<file path="src/sv/lsps_pkg.sv">
// ---------------------------------------------------------------------------
// lsps_pkg
// Types, constants and defaults shared by the line sampler modules
// ---------------------------------------------------------------------------
`default_nettype none

package lsps_pkg;

    // parameter defaults
    localparam int DEF_COORD_INT_BITS  = 10;
    localparam int DEF_COORD_FRAC_BITS = 8;
    localparam int DEF_MAX_RUN         = 64;

    // fraction bits of the walk position and the direction
    localparam int WALK_FRAC = 16;
    localparam int UMAG_W    = WALK_FRAC + 1;

    // configuration register widths
    localparam int MAXP_W    = 7;
    localparam int GRID_W    = 10;
    localparam int CFG_IDX_W = 2;
    localparam int CFG_DAT_W = 10;

    // configuration register indexes
    localparam logic [CFG_IDX_W-1:0] CFG_MAX_POINTS  = 2'd0;
    localparam logic [CFG_IDX_W-1:0] CFG_GRID_ROWS   = 2'd1;
    localparam logic [CFG_IDX_W-1:0] CFG_GRID_COLS   = 2'd2;
    localparam logic [CFG_IDX_W-1:0] CFG_GRID_SLICES = 2'd3;

    // configuration reset values
    localparam logic [MAXP_W-1:0] RST_MAX_POINTS = 7'd64;
    localparam logic [GRID_W-1:0] RST_GRID       = 10'd256;

    // step counter start and margin below max_points
    localparam int STEP_START  = 2;
    localparam int STEP_MARGIN = 3;

    typedef struct packed {
        logic [MAXP_W-1:0] max_points;
        logic [GRID_W-1:0] grid_rows;
        logic [GRID_W-1:0] grid_cols;
        logic [GRID_W-1:0] grid_slices;
    } cfg_t;

    typedef enum logic [3:0] {
        ST_IDLE,
        ST_SQUARE,
        ST_SUM,
        ST_SQRT,
        ST_DIV,
        ST_PREP,
        ST_STEP,
        ST_CHECK,
        ST_END
    } back_state_t;

endpackage

`default_nettype wire

</file>
<file path="src/sv/lsps_fifo.sv">
// ---------------------------------------------------------------------------
// lsps_fifo
// Small register queue with push/full and pop/empty
// ---------------------------------------------------------------------------
`default_nettype none

module lsps_fifo #(
    parameter int WIDTH = 8,
    parameter int DEPTH = 2
) (
    input  wire logic             clk,
    input  wire logic             rst_n,
    input  wire logic             push,
    input  wire logic [WIDTH-1:0] wdata,
    output logic                  full,
    input  wire logic             pop,
    output logic [WIDTH-1:0]      rdata,
    output logic                  empty
);

    localparam int PTR_W = (DEPTH > 1) ? $clog2(DEPTH) : 1;
    localparam int CNT_W = $clog2(DEPTH + 1);

    logic [WIDTH-1:0] mem_reg [DEPTH];
    logic [PTR_W-1:0] wr_ptr_reg;
    logic [PTR_W-1:0] rd_ptr_reg;
    logic [CNT_W-1:0] count_reg;
    logic             do_push;
    logic             do_pop;

    assign full    = (count_reg == CNT_W'(DEPTH));
    assign empty   = (count_reg == '0);
    assign do_push = push && !full;
    assign do_pop  = pop && !empty;
    assign rdata   = mem_reg[rd_ptr_reg];

    // pointers and fill count
    always_ff @(posedge clk or negedge rst_n)
    begin
        if (!rst_n)
        begin
            wr_ptr_reg <= '0;
            rd_ptr_reg <= '0;
            count_reg  <= '0;
        end
        else
        begin
            if (do_push)
                wr_ptr_reg <= (wr_ptr_reg == PTR_W'(DEPTH - 1)) ? '0 : wr_ptr_reg + 1'b1;
            if (do_pop)
                rd_ptr_reg <= (rd_ptr_reg == PTR_W'(DEPTH - 1)) ? '0 : rd_ptr_reg + 1'b1;
            if (do_push && !do_pop)
                count_reg <= count_reg + 1'b1;
            else if (do_pop && !do_push)
                count_reg <= count_reg - 1'b1;
        end
    end

    // storage
    always_ff @(posedge clk)
    begin
        if (do_push)
            mem_reg[wr_ptr_reg] <= wdata;
    end

endmodule

`default_nettype wire

</file>
<file path="src/sv/lsps_front.sv">
// ---------------------------------------------------------------------------
// lsps_front
// Accepts segment requests, flags zero-length ones and queues them
// ---------------------------------------------------------------------------
`default_nettype none

module lsps_front #(
    parameter int COORD_W = 18
) (
    input  wire logic                 clk,
    input  wire logic                 rst_n,
    input  wire logic                 push,
    output logic                      full,
    input  wire logic [COORD_W-1:0]   start_x,
    input  wire logic [COORD_W-1:0]   start_y,
    input  wire logic [COORD_W-1:0]   start_z,
    input  wire logic [COORD_W-1:0]   end_x,
    input  wire logic [COORD_W-1:0]   end_y,
    input  wire logic [COORD_W-1:0]   end_z,
    input  wire logic                 seg_pop,
    output logic                      seg_empty,
    output logic [6*COORD_W:0]        seg_data
);

    logic              zero_len;
    logic [6*COORD_W:0] seg_in;

    // zero-length segment: start and end coincide
    assign zero_len = (start_x == end_x) && (start_y == end_y) && (start_z == end_z);
    assign seg_in   = {zero_len, end_z, end_y, end_x, start_z, start_y, start_x};

    lsps_fifo #(
        .WIDTH (6*COORD_W + 1),
        .DEPTH (2)
    ) u_seg_q (
        .clk   (clk),
        .rst_n (rst_n),
        .push  (push),
        .wdata (seg_in),
        .full  (full),
        .pop   (seg_pop),
        .rdata (seg_data),
        .empty (seg_empty)
    );

endmodule

`default_nettype wire

</file>
<file path="src/sv/lsps_isqrt.sv">
// ---------------------------------------------------------------------------
// lsps_isqrt
// Iterative floor square root, one result bit per cycle
// ---------------------------------------------------------------------------
`default_nettype none

module lsps_isqrt #(
    parameter int IN_W = 38
) (
    input  wire logic              clk,
    input  wire logic              rst_n,
    input  wire logic              start,
    input  wire logic [IN_W-1:0]   value,
    output logic                   done,
    output logic [IN_W/2-1:0]      root
);

    localparam int HALF  = IN_W / 2;
    localparam int REM_W = HALF + 3;
    localparam int CNT_W = $clog2(HALF + 1);

    logic [IN_W-1:0]  val_reg;
    logic [REM_W-1:0] rem_reg;
    logic [HALF-1:0]  root_reg;
    logic [CNT_W-1:0] cnt_reg;
    logic             busy_reg;
    logic             done_reg;
    logic [REM_W-1:0] rem_sh;
    logic [REM_W-1:0] trial;
    logic             take;

    // bring down two bits and try the next root bit
    assign rem_sh = {rem_reg[REM_W-3:0], val_reg[IN_W-1 -: 2]};
    assign trial  = {1'b0, root_reg, 2'b01};
    assign take   = (rem_sh >= trial);
    assign done   = done_reg;
    assign root   = root_reg;

    // control
    always_ff @(posedge clk or negedge rst_n)
    begin
        if (!rst_n)
        begin
            busy_reg <= 1'b0;
            done_reg <= 1'b0;
            cnt_reg  <= '0;
        end
        else
        begin
            done_reg <= 1'b0;
            if (start)
            begin
                busy_reg <= 1'b1;
                cnt_reg  <= '0;
            end
            else if (busy_reg)
            begin
                cnt_reg <= cnt_reg + 1'b1;
                if (cnt_reg == CNT_W'(HALF - 1))
                begin
                    busy_reg <= 1'b0;
                    done_reg <= 1'b1;
                end
            end
        end
    end

    // datapath
    always_ff @(posedge clk)
    begin
        if (start)
        begin
            val_reg  <= value;
            rem_reg  <= '0;
            root_reg <= '0;
        end
        else if (busy_reg)
        begin
            val_reg  <= val_reg << 2;
            rem_reg  <= take ? rem_sh - trial : rem_sh;
            root_reg <= {root_reg[HALF-2:0], take};
        end
    end

endmodule

`default_nettype wire

</file>
<file path="src/sv/lsps_div.sv">
// ---------------------------------------------------------------------------
// lsps_div
// Restoring divider for a fraction below or at one, one bit per cycle
// ---------------------------------------------------------------------------
`default_nettype none

module lsps_div #(
    parameter int A_W = 18,
    parameter int B_W = 19,
    parameter int Q_W = 17
) (
    input  wire logic            clk,
    input  wire logic            rst_n,
    input  wire logic            start,
    input  wire logic [A_W-1:0]  dividend,
    input  wire logic [B_W-1:0]  divisor,
    output logic                 done,
    output logic [Q_W-1:0]       quotient
);

    localparam int REM_W = B_W + 1;
    localparam int CNT_W = $clog2(Q_W + 1);

    logic [REM_W-1:0] rem_reg;
    logic [Q_W-1:0]   q_reg;
    logic [CNT_W-1:0] cnt_reg;
    logic             busy_reg;
    logic             done_reg;
    logic [REM_W-1:0] rem_cmp;
    logic [REM_W-1:0] div_ext;
    logic             bit_q;

    // first step compares the dividend itself, later steps the doubled remainder
    assign rem_cmp  = (cnt_reg == '0) ? rem_reg : {rem_reg[REM_W-2:0], 1'b0};
    assign div_ext  = REM_W'(divisor);
    assign bit_q    = (rem_cmp >= div_ext);
    assign done     = done_reg;
    assign quotient = q_reg;

    // control
    always_ff @(posedge clk or negedge rst_n)
    begin
        if (!rst_n)
        begin
            busy_reg <= 1'b0;
            done_reg <= 1'b0;
            cnt_reg  <= '0;
        end
        else
        begin
            done_reg <= 1'b0;
            if (start)
            begin
                busy_reg <= 1'b1;
                cnt_reg  <= '0;
            end
            else if (busy_reg)
            begin
                cnt_reg <= cnt_reg + 1'b1;
                if (cnt_reg == CNT_W'(Q_W - 1))
                begin
                    busy_reg <= 1'b0;
                    done_reg <= 1'b1;
                end
            end
        end
    end

    // datapath
    always_ff @(posedge clk)
    begin
        if (start)
        begin
            rem_reg <= REM_W'(dividend);
            q_reg   <= '0;
        end
        else if (busy_reg)
        begin
            rem_reg <= bit_q ? rem_cmp - div_ext : rem_cmp;
            q_reg   <= {q_reg[Q_W-2:0], bit_q};
        end
    end

endmodule

`default_nettype wire

</file>
<file path="src/sv/lsps_back.sv">
// ---------------------------------------------------------------------------
// lsps_back
// Per-segment sequencer: length, unit direction, walk and point output
// ---------------------------------------------------------------------------
`default_nettype none

module lsps_back #(
    parameter int COORD_INT_BITS  = 10,
    parameter int COORD_FRAC_BITS = 8,
    parameter int MAX_RUN         = 64
) (
    input  wire logic                                   clk,
    input  wire logic                                   rst_n,
    input  wire lsps_pkg::cfg_t                         cfg,
    input  wire logic                                   seg_empty,
    input  wire logic [6*(COORD_INT_BITS+COORD_FRAC_BITS):0] seg_data,
    output logic                                        seg_pop,
    input  wire logic                                   out_full,
    output logic                                        out_push,
    output logic [3*(COORD_INT_BITS+COORD_FRAC_BITS):0] out_data
);

    import lsps_pkg::*;

    localparam int W       = COORD_INT_BITS + COORD_FRAC_BITS;
    localparam int SH      = WALK_FRAC - COORD_FRAC_BITS;
    localparam int SH_M1   = (SH > 0) ? SH - 1 : 0;
    localparam int WALK_W  = COORD_INT_BITS + WALK_FRAC + 2;
    localparam int DEL_W   = WALK_W + 1;
    localparam int SUM_W   = 2*W + 2;
    localparam int LEN_W   = W + 1;
    localparam int RND_W   = WALK_W - WALK_FRAC;
    localparam int CMP_W   = (RND_W > GRID_W) ? RND_W : GRID_W;
    localparam int STEP_W  = $clog2(MAX_RUN + 1);
    localparam int LIM_W   = MAXP_W + 1;
    localparam logic [WALK_W-1:0] ROUND_HALF = (SH > 0) ? (WALK_W'(1) << SH_M1) : '0;
    localparam logic [WALK_W-1:0] GRID_HALF  = WALK_W'(1) << (WALK_FRAC - 1);

    back_state_t state_reg;
    back_state_t state_next;

    logic [2:0][W-1:0]        e_reg;
    logic [2:0][W-1:0]        dmag_reg;
    logic [2:0]               dneg_reg;
    logic [2:0][2*W-1:0]      sq_reg;
    logic [2:0][UMAG_W-1:0]   umag_reg;
    logic [2:0][WALK_W-1:0]   walk_reg;
    logic [UMAG_W-1:0]        vec_reg;
    logic [DEL_W-1:0]         del_reg;
    logic [1:0]               axis_reg;
    logic [STEP_W-1:0]        step_reg;

    logic [2:0][W-1:0]        seg_s;
    logic [2:0][W-1:0]        seg_e;
    logic                     seg_zero;
    logic [SUM_W-1:0]         sq_sum;
    logic                     sqrt_start;
    logic                     sqrt_done;
    logic [LEN_W-1:0]         sqrt_root;
    logic                     div_start;
    logic                     div_done;
    logic [1:0]               div_axis;
    logic [UMAG_W-1:0]        div_q;
    logic [2:0][WALK_W-1:0]   step_walk;
    logic [2:0][DEL_W-1:0]    axis_del;
    logic [DEL_W-1:0]         del_max;
    logic [UMAG_W-1:0]        umag_max;
    logic [2:0]               axis_in;
    logic [2:0][W-1:0]        pt_coord;
    logic [2:0][GRID_W-1:0]   bound;
    logic [MAXP_W-1:0]        limit;
    logic                     step_cap;
    logic                     del_ok;
    logic                     load;

    // unpack the queued segment
    assign seg_s    = seg_data[3*W-1:0];
    assign seg_e    = seg_data[6*W-1:3*W];
    assign seg_zero = seg_data[6*W];

    assign bound = {cfg.grid_slices, cfg.grid_cols, cfg.grid_rows};
    assign limit = (cfg.max_points > MAXP_W'(MAX_RUN)) ? MAXP_W'(MAX_RUN) : cfg.max_points;
    assign step_cap = (LIM_W'(step_reg) + LIM_W'(STEP_MARGIN)) >= LIM_W'(limit);
    assign del_ok   = (del_reg >= DEL_W'(vec_reg));

    // sum of squares feeds the root unit directly
    assign sq_sum = SUM_W'(sq_reg[0]) + SUM_W'(sq_reg[1]) + SUM_W'(sq_reg[2]);

    // per-axis walk step, remaining distance, grid test and rounded point
    always_comb
    begin
        logic [DEL_W-1:0]  diff;
        logic [WALK_W-1:0] tgrid;
        logic [WALK_W-1:0] trnd;
        logic [RND_W-1:0]  rnd;
        logic [WALK_W-1:0] ew;
        for (int i = 0; i < 3; i++)
        begin
            step_walk[i] = dneg_reg[i] ? walk_reg[i] - WALK_W'(umag_reg[i])
                                       : walk_reg[i] + WALK_W'(umag_reg[i]);
            ew           = WALK_W'(e_reg[i]) << SH;
            diff         = {1'b0, ew} - {walk_reg[i][WALK_W-1], walk_reg[i]};
            axis_del[i]  = diff[DEL_W-1] ? -diff : diff;
            tgrid        = walk_reg[i] + GRID_HALF;
            rnd          = tgrid[WALK_W-1:WALK_FRAC];
            axis_in[i]   = !tgrid[WALK_W-1] && (rnd != '0) &&
                           (CMP_W'(rnd) < CMP_W'(bound[i]));
            trnd         = walk_reg[i] + ROUND_HALF;
            pt_coord[i]  = trnd[SH +: W];
        end
    end

    // largest remaining distance and largest direction component
    always_comb
    begin
        del_max = axis_del[0];
        if (axis_del[1] > del_max)
            del_max = axis_del[1];
        if (axis_del[2] > del_max)
            del_max = axis_del[2];
        umag_max = umag_reg[0];
        if (umag_reg[1] > umag_max)
            umag_max = umag_reg[1];
        if (umag_reg[2] > umag_max)
            umag_max = umag_reg[2];
    end

    // state register
    always_ff @(posedge clk or negedge rst_n)
    begin
        if (!rst_n)
            state_reg <= ST_IDLE;
        else
            state_reg <= state_next;
    end

    // next state and handshakes
    always_comb
    begin
        state_next = state_reg;
        seg_pop    = 1'b0;
        out_push   = 1'b0;
        out_data   = {1'b0, pt_coord[2], pt_coord[1], pt_coord[0]};
        sqrt_start = 1'b0;
        div_start  = 1'b0;
        div_axis   = 2'd0;
        load       = 1'b0;
        unique case (state_reg)
            ST_IDLE:
            begin
                out_data = {1'b0, seg_s[2], seg_s[1], seg_s[0]};
                if (!seg_empty && !out_full)
                begin
                    seg_pop    = 1'b1;
                    out_push   = 1'b1;
                    load       = 1'b1;
                    state_next = seg_zero ? ST_END : ST_SQUARE;
                end
            end
            ST_SQUARE:
                state_next = ST_SUM;
            ST_SUM:
            begin
                sqrt_start = 1'b1;
                state_next = ST_SQRT;
            end
            ST_SQRT:
            begin
                if (sqrt_done)
                begin
                    div_start  = 1'b1;
                    state_next = ST_DIV;
                end
            end
            ST_DIV:
            begin
                div_axis = axis_reg + 2'd1;
                if (div_done)
                begin
                    if (axis_reg == 2'd2)
                        state_next = ST_PREP;
                    else
                        div_start = 1'b1;
                end
            end
            ST_PREP:
                state_next = ST_STEP;
            ST_STEP:
            begin
                if (!del_ok || step_cap)
                    state_next = ST_END;
                else
                    state_next = ST_CHECK;
            end
            ST_CHECK:
            begin
                if (!(&axis_in))
                    state_next = ST_END;
                else if (!out_full)
                begin
                    out_push   = 1'b1;
                    state_next = ST_STEP;
                end
            end
            ST_END:
            begin
                out_data = {1'b1, e_reg[2], e_reg[1], e_reg[0]};
                if (!out_full)
                begin
                    out_push   = 1'b1;
                    state_next = ST_IDLE;
                end
            end
            default:
                state_next = ST_IDLE;
        endcase
    end

    // sequencing counters
    always_ff @(posedge clk or negedge rst_n)
    begin
        if (!rst_n)
        begin
            axis_reg <= '0;
            step_reg <= '0;
        end
        else
        begin
            if (load)
            begin
                axis_reg <= '0;
                step_reg <= STEP_W'(STEP_START);
            end
            else if (state_reg == ST_DIV && div_done)
                axis_reg <= axis_reg + 2'd1;
            else if (state_reg == ST_CHECK && out_push)
                step_reg <= step_reg + 1'b1;
        end
    end

    // segment datapath
    always_ff @(posedge clk)
    begin
        if (load)
        begin
            for (int i = 0; i < 3; i++)
            begin
                e_reg[i]    <= seg_e[i];
                dneg_reg[i] <= (seg_e[i] < seg_s[i]);
                dmag_reg[i] <= (seg_e[i] < seg_s[i]) ? seg_s[i] - seg_e[i]
                                                     : seg_e[i] - seg_s[i];
                walk_reg[i] <= WALK_W'(seg_s[i]) << SH;
            end
        end
        if (state_reg == ST_SQUARE)
        begin
            for (int i = 0; i < 3; i++)
                sq_reg[i] <= dmag_reg[i] * dmag_reg[i];
        end
        if (state_reg == ST_DIV && div_done)
            umag_reg[axis_reg] <= div_q;
        if (state_reg == ST_PREP)
        begin
            vec_reg <= umag_max;
            del_reg <= del_max;
        end
        if (state_reg == ST_STEP && del_ok && !step_cap)
            walk_reg <= step_walk;
        if (state_reg == ST_CHECK && out_push)
            del_reg <= del_max;
    end

    lsps_isqrt #(
        .IN_W (SUM_W)
    ) u_isqrt (
        .clk   (clk),
        .rst_n (rst_n),
        .start (sqrt_start),
        .value (sq_sum),
        .done  (sqrt_done),
        .root  (sqrt_root)
    );

    lsps_div #(
        .A_W (W),
        .B_W (LEN_W),
        .Q_W (UMAG_W)
    ) u_div (
        .clk      (clk),
        .rst_n    (rst_n),
        .start    (div_start),
        .dividend (dmag_reg[div_axis]),
        .divisor  (sqrt_root),
        .done     (div_done),
        .quotient (div_q)
    );

endmodule

`default_nettype wire

</file>
<file path="src/sv/line_segment_point_sampler_3d.sv">
// ---------------------------------------------------------------------------
// line_segment_point_sampler_3d
// Samples a 3D segment into unit-step points between its endpoints
// ---------------------------------------------------------------------------
// Each pushed segment yields its start point, then unit steps toward the
// end, then the end point with last_point set. Segments wait in a two-entry
// queue while the back end works on one segment at a time. A segment goes
// through bookkeeping (load with the start point, square, sum, direction
// prep), the length square root (one bit per cycle), the three direction
// divisions on a single shared divider (17 quotient bits each), then per
// step point an add, then the grid test and output, then the step test that
// ends the walk (or the grid test ends it) and the end point. The default
// format is Q10.8, and with the default limits a segment yields at most 59
// step points. The back end stalls while the result queue is full. A
// zero-length segment goes from its start point straight to its end point.
// Results leave through a two-entry queue, so the back end keeps going
// while one waits.
// ---------------------------------------------------------------------------
`default_nettype none

module line_segment_point_sampler_3d #(
    parameter int COORD_INT_BITS  = lsps_pkg::DEF_COORD_INT_BITS,
    parameter int COORD_FRAC_BITS = lsps_pkg::DEF_COORD_FRAC_BITS,
    parameter int MAX_RUN         = lsps_pkg::DEF_MAX_RUN
) (
    input  wire logic                                      clk,
    input  wire logic                                      rst_n,
    input  wire logic                                      push,
    output logic                                           full,
    input  wire logic [COORD_INT_BITS+COORD_FRAC_BITS-1:0] start_x,
    input  wire logic [COORD_INT_BITS+COORD_FRAC_BITS-1:0] start_y,
    input  wire logic [COORD_INT_BITS+COORD_FRAC_BITS-1:0] start_z,
    input  wire logic [COORD_INT_BITS+COORD_FRAC_BITS-1:0] end_x,
    input  wire logic [COORD_INT_BITS+COORD_FRAC_BITS-1:0] end_y,
    input  wire logic [COORD_INT_BITS+COORD_FRAC_BITS-1:0] end_z,
    input  wire logic                                      pop,
    output logic                                           empty,
    output logic [COORD_INT_BITS+COORD_FRAC_BITS-1:0]      point_x,
    output logic [COORD_INT_BITS+COORD_FRAC_BITS-1:0]      point_y,
    output logic [COORD_INT_BITS+COORD_FRAC_BITS-1:0]      point_z,
    output logic                                           last_point,
    input  wire logic                                      cfg_valid,
    output logic                                           cfg_ready,
    input  wire logic [lsps_pkg::CFG_IDX_W-1:0]            cfg_index,
    input  wire logic [lsps_pkg::CFG_DAT_W-1:0]            cfg_data
);

    import lsps_pkg::*;

    localparam int W = COORD_INT_BITS + COORD_FRAC_BITS;

    cfg_t          cfg_reg;
    logic          seg_empty;
    logic          seg_pop;
    logic [6*W:0]  seg_data;
    logic          out_full;
    logic          out_push;
    logic [3*W:0]  out_data;
    logic [3*W:0]  res_data;

    assign cfg_ready = 1'b1;

    // configuration registers
    always_ff @(posedge clk or negedge rst_n)
    begin
        if (!rst_n)
        begin
            cfg_reg.max_points  <= RST_MAX_POINTS;
            cfg_reg.grid_rows   <= RST_GRID;
            cfg_reg.grid_cols   <= RST_GRID;
            cfg_reg.grid_slices <= RST_GRID;
        end
        else if (cfg_valid && cfg_ready)
        begin
            unique case (cfg_index)
                CFG_MAX_POINTS:  cfg_reg.max_points  <= cfg_data[MAXP_W-1:0];
                CFG_GRID_ROWS:   cfg_reg.grid_rows   <= cfg_data[GRID_W-1:0];
                CFG_GRID_COLS:   cfg_reg.grid_cols   <= cfg_data[GRID_W-1:0];
                CFG_GRID_SLICES: cfg_reg.grid_slices <= cfg_data[GRID_W-1:0];
                default:         cfg_reg <= cfg_reg;
            endcase
        end
    end

    lsps_front #(
        .COORD_W (W)
    ) u_front (
        .clk       (clk),
        .rst_n     (rst_n),
        .push      (push),
        .full      (full),
        .start_x   (start_x),
        .start_y   (start_y),
        .start_z   (start_z),
        .end_x     (end_x),
        .end_y     (end_y),
        .end_z     (end_z),
        .seg_pop   (seg_pop),
        .seg_empty (seg_empty),
        .seg_data  (seg_data)
    );

    lsps_back #(
        .COORD_INT_BITS  (COORD_INT_BITS),
        .COORD_FRAC_BITS (COORD_FRAC_BITS),
        .MAX_RUN         (MAX_RUN)
    ) u_back (
        .clk       (clk),
        .rst_n     (rst_n),
        .cfg       (cfg_reg),
        .seg_empty (seg_empty),
        .seg_data  (seg_data),
        .seg_pop   (seg_pop),
        .out_full  (out_full),
        .out_push  (out_push),
        .out_data  (out_data)
    );

    // result queue
    lsps_fifo #(
        .WIDTH (3*W + 1),
        .DEPTH (2)
    ) u_res_q (
        .clk   (clk),
        .rst_n (rst_n),
        .push  (out_push),
        .wdata (out_data),
        .full  (out_full),
        .pop   (pop),
        .rdata (res_data),
        .empty (empty)
    );

    assign point_x    = res_data[W-1:0];
    assign point_y    = res_data[2*W-1:W];
    assign point_z    = res_data[3*W-1:2*W];
    assign last_point = res_data[3*W];

endmodule

`default_nettype wire

</file>
<file path="config.mk">
export PLATFORM = sky130hd
export DESIGN_NAME = line_segment_point_sampler_3d
export DESIGN_NICKNAME = d
export VERILOG_FILES = /design/src/sv/lsps_pkg.sv /design/src/sv/lsps_fifo.sv /design/src/sv/lsps_front.sv /design/src/sv/lsps_isqrt.sv /design/src/sv/lsps_div.sv /design/src/sv/lsps_back.sv /design/src/sv/line_segment_point_sampler_3d.sv
export SDC_FILE = /design/constraint.sdc
export NUM_CORES = 2
export LEC_CHECK = 0
export ABC_AREA = 1
export BUFFER_PORTS_ARGS = -buffer_cell sky130_fd_sc_hd__buf_2
export CAP_MARGIN = 15
export CORE_UTILIZATION = 45
export DETAILED_ROUTE_END_ITERATION = 12
export GPL_TIMING_DRIVEN = 0
export HOLD_SLACK_MARGIN = 0.15
export SYNTH_ARGS = -nofsm -noshare
export SYNTH_HDL_FRONTEND = slang
export SYNTH_SLANG_ARGS = --single-unit
</file>
<file path="constraint.sdc">
create_clock -name clk -period 13.9 [get_ports clk]
set_clock_uncertainty 0.15 [all_clocks]
set_input_delay 1.39 -clock clk [delete_from_list [all_inputs] [get_ports clk]]
set_output_delay 1.39 -clock clk [all_outputs]
set_load 0.05 [all_outputs]
</file>
# --- After elaboration in Yosys (flattened, before gate mapping) ---
# Memories as Yosys holds them, arrays and structs flattened.
# Cells that the tools add are included.
classes:
  addsub: 41
  mul: 3
  div: 0
  order_cmp: 18
  eq_ne: 26
  n_shift: 0
  muxes: 85
  n_bitwise: 0
  reduce_logical: 59
ops:
  columns: ["operator", "n"]
  rows:
  - ["29-bit 2-to-1 mux", 7]
  - ["84-bit 2-to-1 mux", 2]
  - ["55-bit one-hot mux with 2 select lines", 1]
  - ["18-bit by 18-bit multiplier with 36-bit output", 3]
  - ["18-bit 2-to-1 mux", 6]
  - ["18-bit subtractor", 6]
  - ["29-bit negation", 3]
  - ["27-bit by 28-bit subtractor with 29-bit output", 3]
  - ["28-bit by 16-bit adder with 28-bit output, second input constant", 3]
  - ["28-bit by 17-bit adder with 28-bit output", 3]
  - ["28-bit 2-to-1 mux", 3]
  - ["28-bit by 17-bit subtractor with 28-bit output", 3]
  - ["26-bit by 8-bit adder with 26-bit output, second input constant", 3]
  - ["38-bit 2-to-1 mux", 2]
  - ["20-bit 2-to-1 mux", 3]
  - ["29-bit greater-than comparator", 2]
  - ["18-bit equality test", 3]
  - ["18-bit < comparator", 3]
  - ["51-bit bitwise mux", 1]
  - ["17-bit 2-to-1 mux", 3]
  - ["38-bit by 36-bit adder with 38-bit output", 1]
  - ["36-bit by 36-bit adder with 37-bit output", 1]
  - ["18-bit binary-select mux with 2-bit select", 1]
  - ["12-bit by 10-bit < comparator with 1-bit output", 3]
  - ["other kinds (46)", 163]
word_totals:
  register_bits: 586
  latch_bits: 0
  ram_bits: 328
  mem_bits_ro: 0
  in_bits: 125
  out_inout_bits: 58
  word_cells: 277
  memories: 2
memory_table:
  columns: ["memory", "words", "width", "rd", "rd_clocked_by_memory_dff", "write_ports", "line", "rtl"]
  rows:
  - ["u_front.u_seg_q.mem_reg", 2, 109, 1, 0, 1, "lsps_fifo.sv:24", "logic [WIDTH-1:0] mem_reg [DEPTH];"]
  - ["u_res_q.mem_reg", 2, 55, 1, 0, 1, "lsps_fifo.sv:24", null]

# --- Depth between registers and ports, before layout ---
depth:
  word_depth: 12
  depth_mapped: 49
  ltp_nobuf: 46

# --- Cells and area by module ---
# Synthesis repeated with hierarchy kept, for this count alone.
hier_totals:
  hier_cells: 10918
  hier_area_um2: 89654.7
modules_own_cells:
  columns: ["mod", "instances", "cells_per_inst", "area_per_inst_um2", "seq_area_each_um2"]
  rows:
  - ["lsps_back", 1, 8415, 66286.1, 12246.7]
  - ["lsps_fifo (u_front.u_seg_q)", 1, 601, 8192.9, 6646.4]
  - ["lsps_isqrt", 1, 646, 4690.7, 2097.0]
  - ["lsps_fifo (u_res_q)", 1, 319, 4271.6, 3403.3]
  - ["lsps_div", 1, 595, 3722.3, 1096.1]
  - ["line_segment_point_sampler_3d", 1, 170, 1664.1, 930.9]
  - ["lsps_front", 1, 172, 827.0, 0.0]

# --- Least setup slack after synthesis ---
# Ideal clock, no wire load.
synth_path:
  path_type: "register -> register"
  from: "reg u_back.state_reg[2]"
  to: "reg u_back.walk_reg[0] (netlist bit) (enable)"
  setup_ns: 0.445
  t_arrival_ns: 8.461
  required_ns: 13.305
  slack_ns: 4.845
  path_stages_with_launch: 8
  path_cell_list: "dfrtp_1 > nor2_1 > inv_1 > nor2_1 > inv_1 > nor2_1 > inv_2 > nand2_1"
synth_lines:
  columns: ["element", "line", "rtl"]
  rows:
  - ["start: declaration", "lsps_back.sv:39", "back_state_t state_reg;"]
  - ["start signal: assignment", "lsps_back.sv:134", "state_reg <= state_next;"]
  - ["4-bit zero test", null, null]
  - ["1-bit 2-to-1 mux", null, null]
  - ["net seg_pop", "line_segment_point_sampler_3d.sv:54", "logic seg_pop;"]
  - ["2-bit nonzero test (no line)", null, null]
  - ["end signal: indexed assignment", "lsps_back.sv:252", "walk_reg[i] <= WALK_W'(seg_s[i]) << SH;"]
  - ["end signal: assignment", "lsps_back.sv:268", "walk_reg <= step_walk;"]
  - ["end: declaration", "lsps_back.sv:47", "logic [2:0][WALK_W-1:0] walk_reg;"]
# The timed path passes the listed nets, and every way through them passes these cells.
# A chain may end at the register's enable or synchronous reset.

# --- Final worst setup path ---
layout_path:
  from: "reg u_back.dmag_reg[3] (netlist bit)"
  to: "reg u_back.sq_reg[33] (netlist bit) (data pin)"
layout_via:
  elab_chain_len: 1
layout_lines:
  columns: ["element", "line", "rtl"]
  rows:
  - ["start: declaration", "lsps_back.sv:43", "logic [2:0][W-1:0] dmag_reg;"]
  - ["start signal: indexed assignment", "lsps_back.sv:250", "dmag_reg[i] <= (seg_e[i] < seg_s[i]) ? seg_s[i] - seg_e[i]"]
  - ["18-bit by 18-bit multiplier with 36-bit output", "lsps_back.sv:258", "sq_reg[i] <= dmag_reg[i] * dmag_reg[i];"]
  - ["end signal: indexed assignment", "lsps_back.sv:258", null]
  - ["end: declaration", "lsps_back.sv:45", "logic [2:0][2*W-1:0] sq_reg;"]
# No other way between the ends.

==> implementation parameters <==
Parameter                              Value

Layout
  Post-route insts no fill    roughly 14000
  # nets final    12590
  Max reg flops    between 200 and 250
  Fraction of layout instances using a drive strength above 1    0.05760
  Area overhead of the layout relative to synthesis    9.564%
  Layout fillers    roughly 19000

Yosys
  Proportion of register bits with asynchronous set or reset after synthesis    0.07903
  Flip-flop and latch count after synthesis    between 900 and 1000
  Synthesized area divided by synthesized cell count    about 8.4 um2
  Warnings from Yosys    0
  Post-synth EDFFs    ~780
  Post-synthesis cell count    approximately 11000
  Cell variety after synth    between 60 and 70
  Mapped Area    just under 90000 um2
  Portion of the post-synthesis area used by sequential elements    0.2969
  Main synth FF type    edfxtp_1

Route
  Overall routed net length    about 310 mm
  Routed wire per std cell    22.96 um
  Initial detailed-routing violation count    5870
  DRC errors left    0
  Vias    approximately 74000
  Via-to-Cell Ratio    5.390
  Post-DRT Antenna Nets    0
  Initial DRT Pass Iterations    6

Placement
  Detail Placement HPWL    ~260 mm
  Cell Count Post-Placement    ~13000
  Number of I/O port buffers    approximately 180
  Final RePlAce weighted congestion    ~1.0

STA
  Share of the cycle needed by the critical path after routing    0.6089
  Final setup violation count    0
  Unrepaired setup endpoints after global routing    false
  Setup total negative slack    0 ns
  Min Clock Period, post-route    between 8 and 9 ns
  Count of final max-slew check failures    0
  Max transition margin    0.07697
  Measured slew at the worst slew-check pin    roughly 1.4 ns
  Highest clock rate    ~120 MHz
  Final Hold Viols    0

Setup path
  Kind of capture point of the worst setup path    register
  R2r worst-path depth    24
  Critical path data arrival time    around 8.8 ns
  Crit path required time    14.26 ns
  Critical Path Fanout Max    10
  Worst stage delay on the critical path    between 0.7 and 0.8 ns
  Worst setup slack for register-to-register paths    roughly 5.4 ns
  Critical path buffers and inverters    5
  Critical path depth    24
  Startpoint type of the worst setup path    register
  Critical path's slowest cell    clkbuf_1
  Cells traversed along the worst timing path    clkbuf_1, buf_1, nand2_1, inv_1, fa_1, fa_1, ha_1, ha_1, inv_1, fa_1, fa_1, inv_1, ha_1, nand2_1, o21ai_0, a21oi_1, o21ai_0, a21boi_0, o21ai_0, nand2_1, nand2_1, nand3_1, o211ai_1, xor2_1
  Category of cells accounting for the largest share of critical-path delay    adder cells
  Worst Path Class, Setup    register to register

Clock tree
  Clock root buffer    clkbuf_16
  Buffer levels on the longest clock path    3
  Clock H-tree levels    3
  Hold_buf cts    0
  TritonCTS clock tree    built
  Reg clk slew, reported paths    around 0.060 ns
  Number of gates resized after cts    0
  Number of buffers added by the clock tree synthesis step    104
  Total number of clock tree sinks    a little over 900
  Setup Buffers After CTS    0
  Clock latency on the worst-skew pair    between 0.8 and 0.9 ns

Floorplan
  Die Y-Extent    446.7 um
  Number of primary I/O pins    between 150 and 200
  Std-Cell Rows    162
  Initial core utilization    0.4549
  Core ar.    a little under 200000 um2
  Floorplan die width    446.7 um
  Floorplan die area    between 150000 and 200000 um2

Global routing
  First-pass GRT wire length    between 400 and 500 mm
  Initial antenna violation count    21
  Largest net degree at the start of global routing    66
  GRT Util Overall    0.3132
  Aggregate global routing overflow    0
  Vias in the first global route    74010

Flow run
  Max-capacitance violation count    0

Outcome
  Result of the run    finished, final reports clean

Worst hold path
  Class of the tightest hold or removal check    input port to asynchronous set/reset pin
[placed cells by master, fill, tap and decap left out, types with 233 or more instances in the layout]
master,synthesis,routed
nor2_1,572,567
ha_1,850,850
clkbuf_1,223,233
nand3_1,294,294
nand2_1,2193,2192
xor2_1,365,365
o21ai_0,666,666
edfxtp_1,781,781
fa_1,664,664
a21oi_1,640,640
inv_1,2058,2055
[path summary, 6_finish.rpt]
| kind | startpoint | to |
|---|---|---|
| max in group asynchronous | rst_n | u_back.u_div.cnt_reg[1] |
| min reg2reg | u_back.dmag_reg[0] | u_back.sq_reg[0] |
| max | u_back.dmag_reg[3] | u_back.sq_reg[33] |
| min | rst_n | u_front.u_seg_q.rd_ptr_reg |
| min in group clk | u_back.dmag_reg[0] | u_back.sq_reg[0] |
| max reg2reg | u_back.dmag_reg[3] | u_back.sq_reg[33] |
[cells by family (layout without fill, tap and decap cells)]
family | count (synthesis) | after routing | synth area share
XOR/XNOR | 559 | 559 | 0.05528
flip-flops | 911 | 911 | 0.2969
buffers and inverters | 2347 | 2758 | 0.09995
other | 2 | 25 | 0.00008440
adder cells (fa/ha/maj) | 1514 | 1514 | 0.2689
AO/OA/AOI/OAI | 1753 | 1753 | 0.1106
multiplexers | 15 | 15 | 0.001701
AND/OR/NAND/NOR | 3525 | 3525 | 0.1666
[layout make-up]
class / count / area, um2 / share of cell area
multi-input cells: 7372 / 53720 / 0.5511
clock buffers: 121 / 2754 / 0.02825
inverters: 2078 / 7805 / 0.08006
well taps: 2624 / 3283 / 0.03368
diodes: 19 / 47.55 / 0.0004877
clock inverters: 76 / 868.3 / 0.008907
plain buffers: 269 / 1095 / 0.01123
flip-flops and latches: 911 / 26420 / 0.2710
repair buffers: 214 / 1490 / 0.01529
[synthesized netlist by cell type (21+ instances only)]
master	count	area (um2)
nor3_1	105	525.5
o22ai_1	21	131.4
nor4_1	36	225.2
o211ai_1	41	307.8
a21boi_0	31	232.7
clkbuf_1	223	837.1
fa_1	664	13290
nor2_1	572	2147
nand4_1	81	506.7
xnor2_1	191	1673
edfxtp_1	781	23450
o21a_1	38	285.3
dfxtp_1	58	1161
a21o_1	35	262.8
dfrtp_1	68	1702
a21oi_1	640	3203
buf_1	28	105.1
o21bai_1	23	172.7
nand3_1	294	1471
o21ai_0	666	3333
a22oi_1	60	450.4
nand3_2	21	210.2
xor2_1	365	3197
or2_2	139	869.6
a31oi_1	75	469.2
nand3b_1	30	225.2
o31ai_1	40	300.3
ha_1	850	10640
inv_1	2058	7725
nand2_1	2193	8232
[routing by layer]
metal | up-vias | share of wire | GRT usage
met5 | - | 0.00011 | 0
met4 | 4 | 0.072 | 0.1980
met3 | 643 | 0.056 | 0.03802
met2 | 2508 | 0.47 | 0.5213
met1 | 35610 | 0.41 | 0.3855
li1 | 35000 | - | -
[per-stage QoR]
step	hold slack [ns]	instance area [um2]	worst slack (ns)	util
final	0.2995	97490	5.436	0.4984
after global routing	0.2710	97470	5.067	0.4983
after CTS	0.2480	97410	5.589	0.4980
after detailed placement	0.2958	93790	5.629	0.4795
after global placement	0.2867	93180	-2.671	0.4764
after floorplan	0.2744	88990	4.845	-
Power is left out: the tool's default activity adds up to more than one toggle a clock period on the data nets, which glitch-free logic cannot reach.
